$ cat src/hdl/sdicfd_pkg.sv
// Package: types, constants and lookup tables of the SDI capture file deframer.
`timescale 1ns / 1ps
`default_nettype none
package sdicfd_pkg;

  localparam int DEFAULT_QUEUE_DEPTH = 4;

  localparam int          SIG_LEN        = 12;
  localparam logic [4:0]  POS_VERSION    = 5'd12;
  localparam logic [4:0]  POS_STANDARD   = 5'd13;
  localparam logic [4:0]  POS_FLAGS_LO   = 5'd14;
  localparam logic [4:0]  POS_SKIP_START = 5'd15;
  localparam logic [4:0]  POS_BODY       = 5'd16;
  localparam logic [4:0]  POS_SKIP_END   = 5'd23;
  localparam logic [15:0] FLAGS_REQUIRED = 16'h0101;
  localparam logic [7:0]  VERSION_MAX    = 8'd1;
  localparam logic [7:0]  VERSION_SKIP   = 8'd1;
  localparam logic [7:0]  ODD_MASK       = 8'h03;

  localparam logic [23:0] FB_625_864   = 24'(4 * 625 * 864);
  localparam logic [23:0] FB_525_858   = 24'(4 * 525 * 858);
  localparam logic [23:0] FB_750_1980  = 24'(4 * 750 * 1980);
  localparam logic [23:0] FB_750_1650  = 24'(4 * 750 * 1650);
  localparam logic [23:0] FB_1125_2750 = 24'(4 * 1125 * 2750);
  localparam logic [23:0] FB_1125_2640 = 24'(4 * 1125 * 2640);
  localparam logic [23:0] FB_1125_2200 = 24'(4 * 1125 * 2200);

  typedef enum logic [1:0] {
    PH_HEADER = 2'd0,
    PH_SKIP   = 2'd1,
    PH_BODY   = 2'd2,
    PH_DROP   = 2'd3
  } phase_t;

  typedef enum logic [1:0] {
    KIND_VIDEO  = 2'd0,
    KIND_ACCEPT = 2'd1,
    KIND_REJECT = 2'd2
  } kind_t;

  // One classified item handed from front to back.
  typedef struct packed {
    kind_t      kind;
    logic [7:0] data;
    logic       odd;
    logic       last;
    logic [7:0] standard;
  } op_t;

  typedef struct packed {
    logic        known;
    logic [10:0] width;
    logic [10:0] height;
    logic [15:0] num;
    logic [9:0]  den;
    logic [23:0] frame_bytes;
  } std_info_t;

  function automatic logic [7:0] sig_byte(input logic [3:0] idx);
    logic [7:0] b;
    case (idx)
      4'd0:    b = 8'h44;
      4'd1:    b = 8'h65;
      4'd2:    b = 8'h6B;
      4'd3:    b = 8'h54;
      4'd4:    b = 8'h65;
      4'd5:    b = 8'h63;
      4'd6:    b = 8'h2E;
      4'd7:    b = 8'h64;
      4'd8:    b = 8'h74;
      4'd9:    b = 8'h73;
      4'd10:   b = 8'h64;
      4'd11:   b = 8'h69;
      default: b = 8'h00;
    endcase
    return b;
  endfunction

  function automatic std_info_t std_info(input logic [7:0] code);
    std_info_t e;
    e = '0;
    case (code)
      8'd1: e = '{1'b1, 11'd720, 11'd576, 16'd25, 10'd1, FB_625_864};
      8'd2: e = '{1'b1, 11'd720, 11'd480, 16'd30000, 10'd1001, FB_525_858};
      8'd8: e = '{1'b1, 11'd1280, 11'd720, 16'd50, 10'd1, FB_750_1980};
      8'd9: e = '{1'b1, 11'd1280, 11'd720, 16'd60000, 10'd1001, FB_750_1650};
      8'd11, 8'd22:
        e = '{1'b1, 11'd1920, 11'd1080, 16'd24000, 10'd1001, FB_1125_2750};
      8'd12, 8'd23:
        e = '{1'b1, 11'd1920, 11'd1080, 16'd24, 10'd1, FB_1125_2750};
      8'd13, 8'd16, 8'd24:
        e = '{1'b1, 11'd1920, 11'd1080, 16'd25, 10'd1, FB_1125_2640};
      8'd14, 8'd18, 8'd26:
        e = '{1'b1, 11'd1920, 11'd1080, 16'd30, 10'd1, FB_1125_2200};
      8'd15, 8'd17, 8'd25:
        e = '{1'b1, 11'd1920, 11'd1080, 16'd30000, 10'd1001, FB_1125_2200};
      8'd19: e = '{1'b1, 11'd1920, 11'd1080, 16'd50, 10'd1, FB_1125_2640};
      8'd20: e = '{1'b1, 11'd1920, 11'd1080, 16'd60000, 10'd1001, FB_1125_2200};
      8'd21: e = '{1'b1, 11'd1920, 11'd1080, 16'd60, 10'd1, FB_1125_2200};
      default: e = '0;
    endcase
    return e;
  endfunction

endpackage
`default_nettype wire

$ cat src/hdl/sdicfd_if.sv
// Interfaces: input byte channel and result channel of the deframer.
`timescale 1ns / 1ps
`default_nettype none
interface sdicfd_in_if;
  logic       valid;
  logic       ready;
  logic       stream_start;
  logic [7:0] data_byte;

  modport source (output valid, stream_start, data_byte, input ready);
  modport sink   (input valid, stream_start, data_byte, output ready);
endinterface

interface sdicfd_out_if;
  logic        valid;
  logic        ready;
  logic [1:0]  kind;
  logic [7:0]  video_byte;
  logic        frame_end;
  logic [7:0]  standard;
  logic [10:0] active_width;
  logic [10:0] active_height;
  logic [15:0] rate_num;
  logic [9:0]  rate_den;
  logic [23:0] frame_bytes;

  modport source (output valid, kind, video_byte, frame_end, standard, active_width,
                  active_height, rate_num, rate_den, frame_bytes, input ready);
  modport sink   (input valid, kind, video_byte, frame_end, standard, active_width,
                  active_height, rate_num, rate_den, frame_bytes, output ready);
endinterface
`default_nettype wire

$ cat src/hdl/sdi_capture_file_deframer_top.sv
// SDI capture file deframer: parses the 16-byte header (plus 8 extra bytes for
// version 1), reports acceptance with the standard's active size, rate and frame
// length, then passes body bytes with odd bytes masked to two bits and the last
// byte of each frame marked; after a rejection bytes are dropped until the next
// stream start. One byte is accepted every clock while the queue has room. The
// front end classifies each byte in the cycle it is accepted and writes at most
// one item into a queue of QUEUE_DEPTH entries; the back end formats each item
// into the output register. din.ready falls only when the queue is full, which
// happens only while dout is stalled.
`timescale 1ns / 1ps
`default_nettype none
module sdi_capture_file_deframer_top
  import sdicfd_pkg::*;
#(
  parameter int QUEUE_DEPTH = DEFAULT_QUEUE_DEPTH
) (
  input  logic clk,
  input  logic rst,
  sdicfd_in_if.sink    din,
  sdicfd_out_if.source dout
);

  logic push, full, pop, q_valid;
  op_t  push_op, q_op;

  sdicfd_front u_front (
    .clk    (clk),
    .rst    (rst),
    .din    (din),
    .q_full (full),
    .push   (push),
    .op     (push_op)
  );

  sdicfd_queue #(
    .DEPTH (QUEUE_DEPTH)
  ) u_queue (
    .clk     (clk),
    .rst     (rst),
    .push    (push),
    .push_op (push_op),
    .full    (full),
    .pop     (pop),
    .q_valid (q_valid),
    .q_op    (q_op)
  );

  sdicfd_back u_back (
    .clk     (clk),
    .rst     (rst),
    .q_valid (q_valid),
    .q_op    (q_op),
    .pop     (pop),
    .dout    (dout)
  );

endmodule
`default_nettype wire

$ cat src/hdl/sdicfd_front.sv
// Front end: header parser and byte classifier, one byte per clock while the queue is not full.
`timescale 1ns / 1ps
`default_nettype none
module sdicfd_front
  import sdicfd_pkg::*;
(
  input  logic  clk,
  input  logic  rst,
  sdicfd_in_if.sink din,
  input  logic  q_full,
  output logic  push,
  output op_t   op
);

  phase_t      phase, phase_next;
  logic [4:0]  header_pos, header_pos_next;
  logic        sig_ok, sig_ok_next;
  logic [7:0]  version, version_next;
  logic [7:0]  std_code, std_code_next;
  logic [7:0]  flags_lo, flags_lo_next;
  logic [23:0] frame_length, frame_length_next;
  logic [23:0] frame_pos, frame_pos_next;

  // State as seen by this byte: a start mark clears it first.
  phase_t      ph;
  logic [4:0]  hp;
  logic        sok;
  logic [7:0]  ver;
  logic [7:0]  stdc;
  logic [7:0]  flo;
  logic [23:0] flen;
  logic [23:0] fpos;

  logic        take;
  logic        last;
  logic        hdr_ok;
  logic [4:0]  hp_inc;
  std_info_t   info;

  assign din.ready = !q_full;
  assign take      = din.valid && din.ready;

  always_comb begin
    ph   = din.stream_start ? PH_HEADER : phase;
    hp   = din.stream_start ? '0 : header_pos;
    sok  = din.stream_start ? 1'b1 : sig_ok;
    ver  = din.stream_start ? '0 : version;
    stdc = din.stream_start ? '0 : std_code;
    flo  = din.stream_start ? '0 : flags_lo;
    flen = din.stream_start ? '0 : frame_length;
    fpos = din.stream_start ? '0 : frame_pos;

    hp_inc = hp + 5'd1;
    info   = std_info(stdc);
    last   = (flen != '0) && (({1'b0, fpos} + 25'd1) >= {1'b0, flen});
    hdr_ok = sok && (ver <= VERSION_MAX) && ({din.data_byte, flo} == FLAGS_REQUIRED)
             && info.known;

    phase_next        = ph;
    header_pos_next   = hp;
    sig_ok_next       = sok;
    version_next      = ver;
    std_code_next     = stdc;
    flags_lo_next     = flo;
    frame_length_next = flen;
    frame_pos_next    = fpos;
    push              = 1'b0;
    op                = '{KIND_VIDEO, din.data_byte, fpos[0], last, 8'd0};

    case (ph)
      PH_DROP: begin
      end
      PH_SKIP: begin
        header_pos_next = hp_inc;
        if (hp_inc >= POS_SKIP_END) begin
          phase_next     = PH_BODY;
          frame_pos_next = '0;
        end
      end
      PH_BODY: begin
        push           = take;
        frame_pos_next = last ? '0 : fpos + 24'd1;
      end
      PH_HEADER: begin
        if (hp < 5'(SIG_LEN)) begin
          if (din.data_byte != sig_byte(hp[3:0])) begin
            sig_ok_next = 1'b0;
          end
          header_pos_next = hp_inc;
        end else if (hp == POS_VERSION) begin
          version_next    = din.data_byte;
          header_pos_next = hp_inc;
        end else if (hp == POS_STANDARD) begin
          std_code_next   = din.data_byte;
          header_pos_next = hp_inc;
        end else if (hp == POS_FLAGS_LO) begin
          flags_lo_next   = din.data_byte;
          header_pos_next = hp_inc;
        end else begin
          // Last header byte: decide and report.
          push        = take;
          op.standard = stdc;
          op.kind     = hdr_ok ? KIND_ACCEPT : KIND_REJECT;
          if (!hdr_ok) begin
            phase_next = PH_DROP;
          end else begin
            frame_length_next = info.frame_bytes;
            frame_pos_next    = '0;
            if (ver == VERSION_SKIP) begin
              phase_next      = PH_SKIP;
              header_pos_next = POS_SKIP_START;
            end else begin
              phase_next      = PH_BODY;
              header_pos_next = POS_BODY;
            end
          end
        end
      end
      default: begin
      end
    endcase
  end

  always_ff @(posedge clk) begin
    if (rst) begin
      phase        <= PH_HEADER;
      header_pos   <= '0;
      sig_ok       <= 1'b1;
      version      <= '0;
      std_code     <= '0;
      flags_lo     <= '0;
      frame_length <= '0;
      frame_pos    <= '0;
    end else if (take) begin
      phase        <= phase_next;
      header_pos   <= header_pos_next;
      sig_ok       <= sig_ok_next;
      version      <= version_next;
      std_code     <= std_code_next;
      flags_lo     <= flags_lo_next;
      frame_length <= frame_length_next;
      frame_pos    <= frame_pos_next;
    end
  end

endmodule
`default_nettype wire

$ cat src/hdl/sdicfd_queue.sv
// Short queue of classified items between front and back.
`timescale 1ns / 1ps
`default_nettype none
module sdicfd_queue
  import sdicfd_pkg::*;
#(
  parameter int DEPTH = DEFAULT_QUEUE_DEPTH
) (
  input  logic clk,
  input  logic rst,
  input  logic push,
  input  op_t  push_op,
  output logic full,
  input  logic pop,
  output logic q_valid,
  output op_t  q_op
);

  localparam int PTR_W = (DEPTH > 1) ? $clog2(DEPTH) : 1;
  localparam int CNT_W = $clog2(DEPTH + 1);

  op_t              mem [DEPTH];
  logic [PTR_W-1:0] wr_ptr, rd_ptr;
  logic [CNT_W-1:0] count;
  logic             do_push, do_pop;

  assign full    = (count == CNT_W'(DEPTH));
  assign q_valid = (count != '0);
  assign q_op    = mem[rd_ptr];
  assign do_push = push && !full;
  assign do_pop  = pop && q_valid;

  always_ff @(posedge clk) begin
    if (do_push) begin
      mem[wr_ptr] <= push_op;
    end
  end

  always_ff @(posedge clk) begin
    if (rst) begin
      wr_ptr <= '0;
      rd_ptr <= '0;
      count  <= '0;
    end else begin
      if (do_push) begin
        wr_ptr <= (wr_ptr == PTR_W'(DEPTH - 1)) ? '0 : wr_ptr + 1'b1;
      end
      if (do_pop) begin
        rd_ptr <= (rd_ptr == PTR_W'(DEPTH - 1)) ? '0 : rd_ptr + 1'b1;
      end
      case ({do_push, do_pop})
        2'b10:   count <= count + 1'b1;
        2'b01:   count <= count - 1'b1;
        default: count <= count;
      endcase
    end
  end

endmodule
`default_nettype wire

$ cat src/hdl/sdicfd_back.sv
// Back end: formats classified items into results and holds the output register.
`timescale 1ns / 1ps
`default_nettype none
module sdicfd_back
  import sdicfd_pkg::*;
(
  input  logic clk,
  input  logic rst,
  input  logic q_valid,
  input  op_t  q_op,
  output logic pop,
  sdicfd_out_if.source dout
);

  logic        out_valid;
  kind_t       kind;
  logic [7:0]  video_byte;
  logic        frame_end;
  logic [7:0]  standard;
  std_info_t   info_reg;
  std_info_t   info;

  assign pop  = q_valid && (!out_valid || dout.ready);
  assign info = std_info(q_op.standard);

  always_ff @(posedge clk) begin
    if (rst) begin
      out_valid <= 1'b0;
    end else if (pop) begin
      out_valid <= 1'b1;
    end else if (dout.ready) begin
      out_valid <= 1'b0;
    end
  end

  always_ff @(posedge clk) begin
    if (pop) begin
      kind       <= q_op.kind;
      video_byte <= '0;
      frame_end  <= 1'b0;
      standard   <= '0;
      info_reg   <= '0;
      case (q_op.kind)
        KIND_VIDEO: begin
          // Odd bytes carry the sample MSBs: keep two bits.
          video_byte <= q_op.odd ? (q_op.data & ODD_MASK) : q_op.data;
          frame_end  <= q_op.last;
        end
        KIND_ACCEPT: begin
          standard <= q_op.standard;
          info_reg <= info;
        end
        KIND_REJECT: begin
          standard <= q_op.standard;
        end
        default: begin
        end
      endcase
    end
  end

  assign dout.valid         = out_valid;
  assign dout.kind          = kind;
  assign dout.video_byte    = video_byte;
  assign dout.frame_end     = frame_end;
  assign dout.standard      = standard;
  assign dout.active_width  = info_reg.width;
  assign dout.active_height = info_reg.height;
  assign dout.rate_num      = info_reg.num;
  assign dout.rate_den      = info_reg.den;
  assign dout.frame_bytes   = info_reg.frame_bytes;

endmodule
`default_nettype wire

$ cat src/flat_wrapper.sv
// flat-port wrapper written by rule: the top's interface ports become plain ports
module sdi_capture_file_deframer_top_flat import sdicfd_pkg::*;
#(
  parameter int QUEUE_DEPTH = DEFAULT_QUEUE_DEPTH
)
  (clk, rst, din_valid, din_stream_start, din_data_byte, din_ready, dout_valid, dout_kind, dout_video_byte, dout_frame_end, dout_standard, dout_active_width, dout_active_height, dout_rate_num, dout_rate_den, dout_frame_bytes, dout_ready);
  sdicfd_in_if din_i ();
  sdicfd_out_if dout_i ();
  input  logic clk;
  input  logic rst;
  input wire logic [$bits(din_i.valid)-1:0] din_valid;
  input wire logic [$bits(din_i.stream_start)-1:0] din_stream_start;
  input wire logic [$bits(din_i.data_byte)-1:0] din_data_byte;
  output wire logic [$bits(din_i.ready)-1:0] din_ready;
  output wire logic [$bits(dout_i.valid)-1:0] dout_valid;
  output wire logic [$bits(dout_i.kind)-1:0] dout_kind;
  output wire logic [$bits(dout_i.video_byte)-1:0] dout_video_byte;
  output wire logic [$bits(dout_i.frame_end)-1:0] dout_frame_end;
  output wire logic [$bits(dout_i.standard)-1:0] dout_standard;
  output wire logic [$bits(dout_i.active_width)-1:0] dout_active_width;
  output wire logic [$bits(dout_i.active_height)-1:0] dout_active_height;
  output wire logic [$bits(dout_i.rate_num)-1:0] dout_rate_num;
  output wire logic [$bits(dout_i.rate_den)-1:0] dout_rate_den;
  output wire logic [$bits(dout_i.frame_bytes)-1:0] dout_frame_bytes;
  input wire logic [$bits(dout_i.ready)-1:0] dout_ready;
  assign din_i.valid = din_valid;
  assign din_i.stream_start = din_stream_start;
  assign din_i.data_byte = din_data_byte;
  assign din_ready = din_i.ready;
  assign dout_valid = dout_i.valid;
  assign dout_kind = dout_i.kind;
  assign dout_video_byte = dout_i.video_byte;
  assign dout_frame_end = dout_i.frame_end;
  assign dout_standard = dout_i.standard;
  assign dout_active_width = dout_i.active_width;
  assign dout_active_height = dout_i.active_height;
  assign dout_rate_num = dout_i.rate_num;
  assign dout_rate_den = dout_i.rate_den;
  assign dout_frame_bytes = dout_i.frame_bytes;
  assign dout_i.ready = dout_ready;
  sdi_capture_file_deframer_top #(.QUEUE_DEPTH(QUEUE_DEPTH)) u_core (.clk(clk), .rst(rst), .din(din_i), .dout(dout_i));
endmodule
$ cat config.mk
export PLATFORM = sky130hd
export DESIGN_NAME = sdi_capture_file_deframer_top_flat
export DESIGN_NICKNAME = d
export VERILOG_FILES = /design/src/hdl/sdicfd_pkg.sv /design/src/hdl/sdicfd_if.sv /design/src/hdl/sdi_capture_file_deframer_top.sv /design/src/hdl/sdicfd_front.sv /design/src/hdl/sdicfd_queue.sv /design/src/hdl/sdicfd_back.sv /design/src/flat_wrapper.sv
export SDC_FILE = /design/constraint.sdc
export NUM_CORES = 1
export LEC_CHECK = 0
export ABC_AREA = 1
export BUFFER_PORTS_ARGS = -buffer_cell sky130_fd_sc_hd__buf_2
export CORE_MARGIN = 4
export CORE_UTILIZATION = 23
export DETAILED_ROUTE_END_ITERATION = 8
export SLEW_MARGIN = 10
export SYNTH_ARGS = -nofsm -noshare
export SYNTH_HDL_FRONTEND = slang
export SYNTH_MEMORY_MAX_BITS = 65536
export SYNTH_SLANG_ARGS = --single-unit
$ cat constraint.sdc
create_clock -name clk -period 17.63 [get_ports clk]
set_clock_uncertainty 0.05 [all_clocks]
set_input_delay 3.526 -clock clk [delete_from_list [all_inputs] [get_ports clk]]
set_output_delay 3.526 -clock clk [all_outputs]
set_load 0.005 [all_outputs]
# Yosys cells after proc, flatten, opt, wreduce, memory -nomap -nowiden
# Memories as Yosys holds them, arrays and structs flattened. A register that Yosys moved wholly into a read port is not among the register bits.
# Cells that the tools add are included.
[op_classes] muxes=80 n_lt_le_gt_ge=4 eq_ne=15 n_bitwise=1 reduce_logical=23 n_addsub=7
[ops] operator="24-bit two-way mux" n=15
[ops] operator="8-bit two-way mux" n=22
[ops] operator="73-bit two-way mux" n=1
[ops] operator="24-bit one-hot mux with 3 select lines" n=1
[ops] operator="2-bit two-way mux" n=18
[ops] operator="5-bit two-way mux" n=7
[ops] operator="24-bit by 1-bit adder with 25-bit output, second input constant" n=1
[ops] operator="25-bit by 24-bit >= comparator with 1-bit output" n=1
[ops] operator="24-bit by 1-bit adder with 24-bit output, second input constant" n=1
[ops] operator="24-bit nonzero test" n=1
[ops] operator="16-bit by 9-bit == test with 1-bit output, second input constant" n=1
[ops] operator="5-bit by 4-bit == test with 1-bit output, second input constant" n=3
[ops] operator="1-bit two-way mux" n=12
[ops] operator="2-bit == test, second input constant" n=5
[ops] operator="5-bit one-hot mux with 2 select lines" n=1
[ops] operator="8-bit by 1-bit == test with 1-bit output, second input constant" n=1
[ops] operator="8-bit by 1-bit less-or-equal comparator with 1-bit output, second input constant" n=1
[ops] operator="1-bit logical AND" n=8
[ops] operator="8-bit != test" n=1
[ops] operator="2-bit by 1-bit == test with 1-bit output, second input constant" n=3
[ops] operator="3-bit logical NOT" n=2
[ops] operator="3-bit one-hot mux with 2 select lines" n=1
[ops] operator="5-bit by 1-bit adder with 5-bit output, second input constant" n=1
[ops] operator="5-bit >= comparator, second input constant" n=1
[ops] operator="15 further kinds" n=21
[word_totals] mem_bits_rw=80 in_bits=13 ff_bits=163 memories=4 mem_bits_ro=3888 out_inout_bits=93
[memory_table] name="(no name shown)" depth=32 width=59 rd=1 rd_ports_with_merged_regs=1 write_ports=0 line_no="sdicfd_pkg.sv:82" source="case (code)"
[memory_table] name="(no name shown)" depth=32 width=59 rd=1 rd_ports_with_merged_regs=0 write_ports=0 line_no="sdicfd_pkg.sv:82"
[memory_table] name="(no name shown)" depth=16 width=7 rd=1 rd_ports_with_merged_regs=0 write_ports=0 line_no="sdicfd_pkg.sv:61" source="case (idx)"
[memory_table] name="u_core.u_queue.mem" depth=4 width=20 rd=1 rd_ports_with_merged_regs=1 write_ports=1 line_no="sdicfd_queue.sv:22" source="op_t mem [DEPTH];"

# Depth between registers and ports, before layout
[depth] word_depth=11 ltp_mapped=27

# Cells and area by module
# A second synthesis with hierarchy kept.
[unflattened] hier_cells=1689 hier_area_um2=13751.9
[modules_own_cells] module="sdicfd_front" seq_area_each_um2=1601.5 instances=1 cells_per_inst=1076 area_per_inst_um2=6839.1
[modules_own_cells] module="sdicfd_back" seq_area_each_um2=1821.7 instances=1 cells_per_inst=348 area_per_inst_um2=3464.6
[modules_own_cells] module="sdicfd_queue" seq_area_each_um2=2582.5 instances=1 cells_per_inst=265 area_per_inst_um2=3448.3

# Worst setup path after synthesis
# No wires, ideal clock.
[synth_timing] path_type="input -> register" from="input port dout_ready" to="register u_core.u_queue.count[2]" stages=9 t_required_ps=17458 arrival_time_ps=8192 setup_slack_ps=9266 path_cell_list="nor2_1 a31oi_1 ha_1 inv_1 fa_1 a21oi_1 o21ai_0 o21ai_0 a21oi_1"
[synth_between] elab_chain_len=5 word_cells_on_any_way=7 cone_classes="2 x eq/ne; 1 x mux; 4 x reduce/logical"
[synth_rtl] element="start, declared" line_no="flat_wrapper.sv:25" source="input wire logic [$bits(dout_i.ready)-1:0] dout_ready;"
[synth_rtl] element="1-bit logical OR *" line_no="sdicfd_back.sv:23" source="assign pop = q_valid && (!out_valid || dout.ready);"
[synth_rtl] element="1-bit logical AND *" line_no="sdicfd_back.sv:23"
[synth_rtl] element="named net u_core.pop" line_no="sdi_capture_file_deframer_top.sv:23" source="logic push, full, pop, q_valid;"
[synth_rtl] element="1-bit logical AND *" line_no="sdicfd_queue.sv:31" source="assign do_pop = pop && q_valid;"
[synth_rtl] element="2-bit by 1-bit == test with 1-bit output or 2-bit == test (tied branches)" line_no="sdicfd_queue.sv:51" source="case ({do_push, do_pop})"
[synth_rtl] element="3-bit one-hot mux with 2 select lines or 2-bit nonzero test (tied branches)"
[synth_rtl] element="end signal, assigned" line_no="sdicfd_queue.sv:52" source="2'b10: count <= count + 1'b1;"
[synth_rtl] element="end signal, assigned" line_no="sdicfd_queue.sv:53" source="2'b01: count <= count - 1'b1;"
[synth_rtl] element="end signal, assigned" line_no="sdicfd_queue.sv:54" source="default: count <= count;"
[synth_rtl] element="end, declared" line_no="sdicfd_queue.sv:24" source="logic [CNT_W-1:0] count;"
# Mark *: on every way through the listed nets, which the timed path passes. The rest lies on a longest branch.
# A chain may end at the register's enable or synchronous reset.

==> impl_metrics.py <==
metrics = {
    "drt": {
        "wirelength_um": 35400,
        "via_count": 11312,
        "drt-pass1-iter-count": 7,
        "avgRoutedWirePerCell_um": 14.0,
        "ant_nets": 0,
        "vias_per_cell": 4.49,
        "route.detailed.drc": 0,
        "drtIter0Drc": 821,
    },
    "global_route": {
        "gr-usage-all-layers_pct": 11.1,
        "grt_pass1_wl_um": 56700,
        "grt_pass1_vias": 10757,
        "antenna_found_initial": 0,
        "grt_max_degree": 72,
        "grt_use_met3_pct": 1.71,
        "gr-usage-met2_pct": 18.9,
        "overflow": 0,
        "busiest_layer": "met2",
        "met1_usage_pct": 14.9,
    },
    "clock_network": {
        "clockRootBuffer": "clkbuf_16",
        "tritoncts": "done",
        "h-tree-depth": 1,
        "clkTransAtPathRegs_ps": 60,
        "cts_resized": 0,
        "clk_latency_ps": 550,
        "cts_hold_buf": 0,
        "post_cts_buffers": 0,
        "cts.path.max_buffers": 3,
        "cts.sinks": 230,
        "cts_made_buffers": 27,
    },
    "floorplanning": {
        "pin_count": 106,
        "dieArea_um2": 61600,
        "die_y_um": 248,
        "start_util_pct": 23.4,
        "rows": 87,
        "die_w_um": 248,
        "core-area_um2": 56700,
    },
    "critical_path": {
        "critical_path_required_ps": 17830,
        "start_kind": "input pin",
        "crit_top_cell": "nand2_1",
        "r2r_setup_slack_ps": 13380,
        "rr_startpoint": "u_core.u_front.frame_pos[0]$_SDFFE_PP0P_",
        "r2r_end": "u_core.u_queue.mem[2][8]$_DFFE_PP_",
        "crit_type": "input pin to register",
        "cp-end-kind": "register",
        "cp_slowest_stage_delay_ps": 720,
        "path_cells": "buf_2 > buf_4 > nor2_1 > ha_1 > nand3_1 > nor2_2 > nand2_1 > nor2_1 > nand2_1 > xor2_1 > inv_1 > ha_1 > nand2_1 > inv_1 > o21ai_0 > nand2_1 > nand2_1 > nand3_1 > nor2_1 > nand3_1 > nand2_2 > inv_1",
        "worstPathMaxFanout": 32,
        "cp.arrival_ps": 7450,
        "r2r_cells": 21,
        "cp_slowest_cell": "nor2_1",
    },
    "synth": {
        "synth_edf_count": 140,
        "synth_ff_type": "edfxtp_1",
        "synthCells": 1699,
        "synthArstFlopShare_pct": 0,
        "synthesis.area_um2": 13300,
        "synthMuxAreaShare_pct": 0,
        "ys_ff_latch": 230,
        "synth_xor_area_share_pct": 1.65,
        "ys_warn_count": 0,
        "yosys.area_share.adder_pct": 6.10,
        "synth_compound_area_share_pct": 14.0,
        "synth-simple-area-share_pct": 22.0,
        "ys_seq_area_share_pct": 45.3,
        "synth_top_family_by_area": "simple AND/OR/NAND/NOR gates",
        "synth_cell_types": 48,
        "avgSynthCellArea_um2": 7.80,
    },
    "sta": {
        "period_share_pct": 41.1,
        "min_period_ps": 7240,
        "max_freq_ghz": 0.138,
        "drv_slew": 0,
        "setup_viol": 0,
        "hold_viol_final": 0,
        "tightest_slew_ps": 1150,
        "slew-limit-headroom_pct": 22.9,
        "grt_setup_unrepaired": "false",
        "setup_ws_ps": 10390,
        "fin_setup_tns_ps": 0,
    },
    "final_layout": {
        "fill_cells": 6089,
        "final_layout_size_suffix_gt1_share_pct": 9.53,
        "antenna_cells": 0,
        "area_growth_pct": 14.5,
        "finalNetCount": 1820,
    },
    "pwr": {
        "power-per-cell-area_nw_per_um2": 139,
        "max-vdd-ir-drop_uv": 77.8,
        "p_leak_nw": 6.72,
    },
    "min_path": {
        "holdPathStages": 1,
        "holdCritStartpoint": "u_core.u_queue.count[0]$_SDFFE_PP0P_",
        "worstHoldEndpoint": "u_core.u_queue.count[0]$_SDFFE_PP0P_",
        "hp-class": "register to register",
    },
    "placement": {
        "hpwl_um": 25100,
        "dp_slack_ps": 9840,
        "gp_congestion": 0.900,
        "port_buffers": 91,
    },
    "flow_run": {
        "maxCapViolations": 0,
    },
    "outcome": {
        "status": "completed",
    },
}
==> stage by stage <==
step / hold WS [ps] / cell area [um2] / power [mW] / instances / utilization (%)
CTS: 419 / 15200 / 2.14 / 2518 / 26.8
finish: 422 / 15200 / 2.11 / 2518 / 26.8
detailed placement: 412 / 14300 / 1.56 / 2470 / 25.2
global route: 432 / 15200 / 2.27 / 2518 / 26.8
global placement: 389 / 14300 / 1.55 / 2470 / 25.2
floorplan: 372 / 13300 / 1.32 / 1712 / -
==> registers in the layout, summed over array words and instances (netlist names), 3 cells and up, named ones only <==
signal and cells:
u_core.u_queue.mem 80, u_core.u_front.frame_length 24, u_core.u_front.frame_pos 24, u_core.u_back.dout.frame_bytes 19
u_core.u_back.dout.rate_num 12, u_core.u_back.dout.standard 8, u_core.u_back.dout.video_byte 8, u_core.u_front.flags_lo 8
u_core.u_front.std_code 8, u_core.u_front.version 8, u_core.u_back.dout.active_height 6, u_core.u_front.header_pos 5
u_core.u_back.dout.active_width 3, u_core.u_queue.count 3
==> where the power goes <==
part	switching (mW)	internal (mW)	leakage (nW)	total, mW
sequential	0.0565	0.723	2.05	0.779
clock	0.228	0.346	0.446	0.573
combinational	0.522	0.236	4.23	0.758
total	0.806	1.30	6.72	2.11
==> cells in the final DEF, fill, tap and decap left out, types with 14 or more instances in the layout <==
cell,count
nand2_1,329
nor2_1,239
inv_1,235
edfxtp_1,140
o21ai_0,121
nand3_1,96
a21oi_1,95
buf_2,91
dfxtp_1,90
ha_1,63
o211ai_1,57
clkbuf_16,27
xor2_1,21
a31oi_1,16
conb_1,14
==> final cells by class <==
type,count,area (um2),area share (%)
flip-flops and latches,230,6010,39.6
multi-input cells,1139,5880,38.7
well taps,756,946,6.23
inverters,244,916,6.03
clock buffers,33,708,4.66
repair buffers,101,531,3.49
clock inverters,15,203,1.33
==> how the worst max path moves through the flow <==
| stage | start | endpoint | slack, ps | depth (start not counted) |
|---|---|---|---|---|
| floorplan | dout_ready | u_core.u_queue.count[2]$_SDFFE_PP0P_ | 9270 | 9 |
| global placement | din_stream_start | u_core.u_queue.mem[0][8]$_DFFE_PP_ | 9860 | 22 |
| detailed placement | din_stream_start | u_core.u_front.frame_pos[4]$_SDFFE_PP0P_ | 9840 | 21 |
| CTS | din_stream_start | u_core.u_front.frame_pos[4]$_SDFFE_PP0P_ | 10410 | 21 |
| global route | din_stream_start | u_core.u_queue.mem[0][8]$_DFFE_PP_ | 9900 | 22 |
| finish | din_stream_start | u_core.u_queue.mem[2][8]$_DFFE_PP_ | 10390 | 22 |
==> kinds of logic after synthesis <==
group,count (synthesis)
simple gates,714
buf+inv,343
compound gates,322
flops,230
fa+ha+maj,64
xor+xnor,25
other cells,1
==> layer usage <==
metal | vias up | routed length [um]
li1 | 5645 | -
met1 | 5287 | 16200
met2 | 322 | 16400
met3 | 58 | 2000
met4 | 0 | 765
met5 | - | 0
==> worst max-delay path, delay by kind of cell <==
| kind | cells | cell delay (ps) |
|---|---|---|
| AO/OA/AOI/OAI | 1 | 60 |
| XOR/XNOR | 1 | 190 |
| adder cells (fa/ha/maj) | 2 | 620 |
| buffers and inverters | 5 | 690 |
| AND/OR/NAND/NOR | 13 | 2310 |
==> cell usage after synthesis, types with 21 or more instances <==
master	n	area, um2
edfxtp_1	140	4200
nand3_1	96	480
dfxtp_1	90	1800
o211ai_1	57	428
xor2_1	21	184
nand2_1	329	1230
buf_4	36	270
o21ai_0	121	606
clkbuf_1	37	139
ha_1	63	788
inv_1	235	882
a21oi_1	95	475
nor2_1	243	912
No activity file was read; power rests on OpenSTA's default activity.
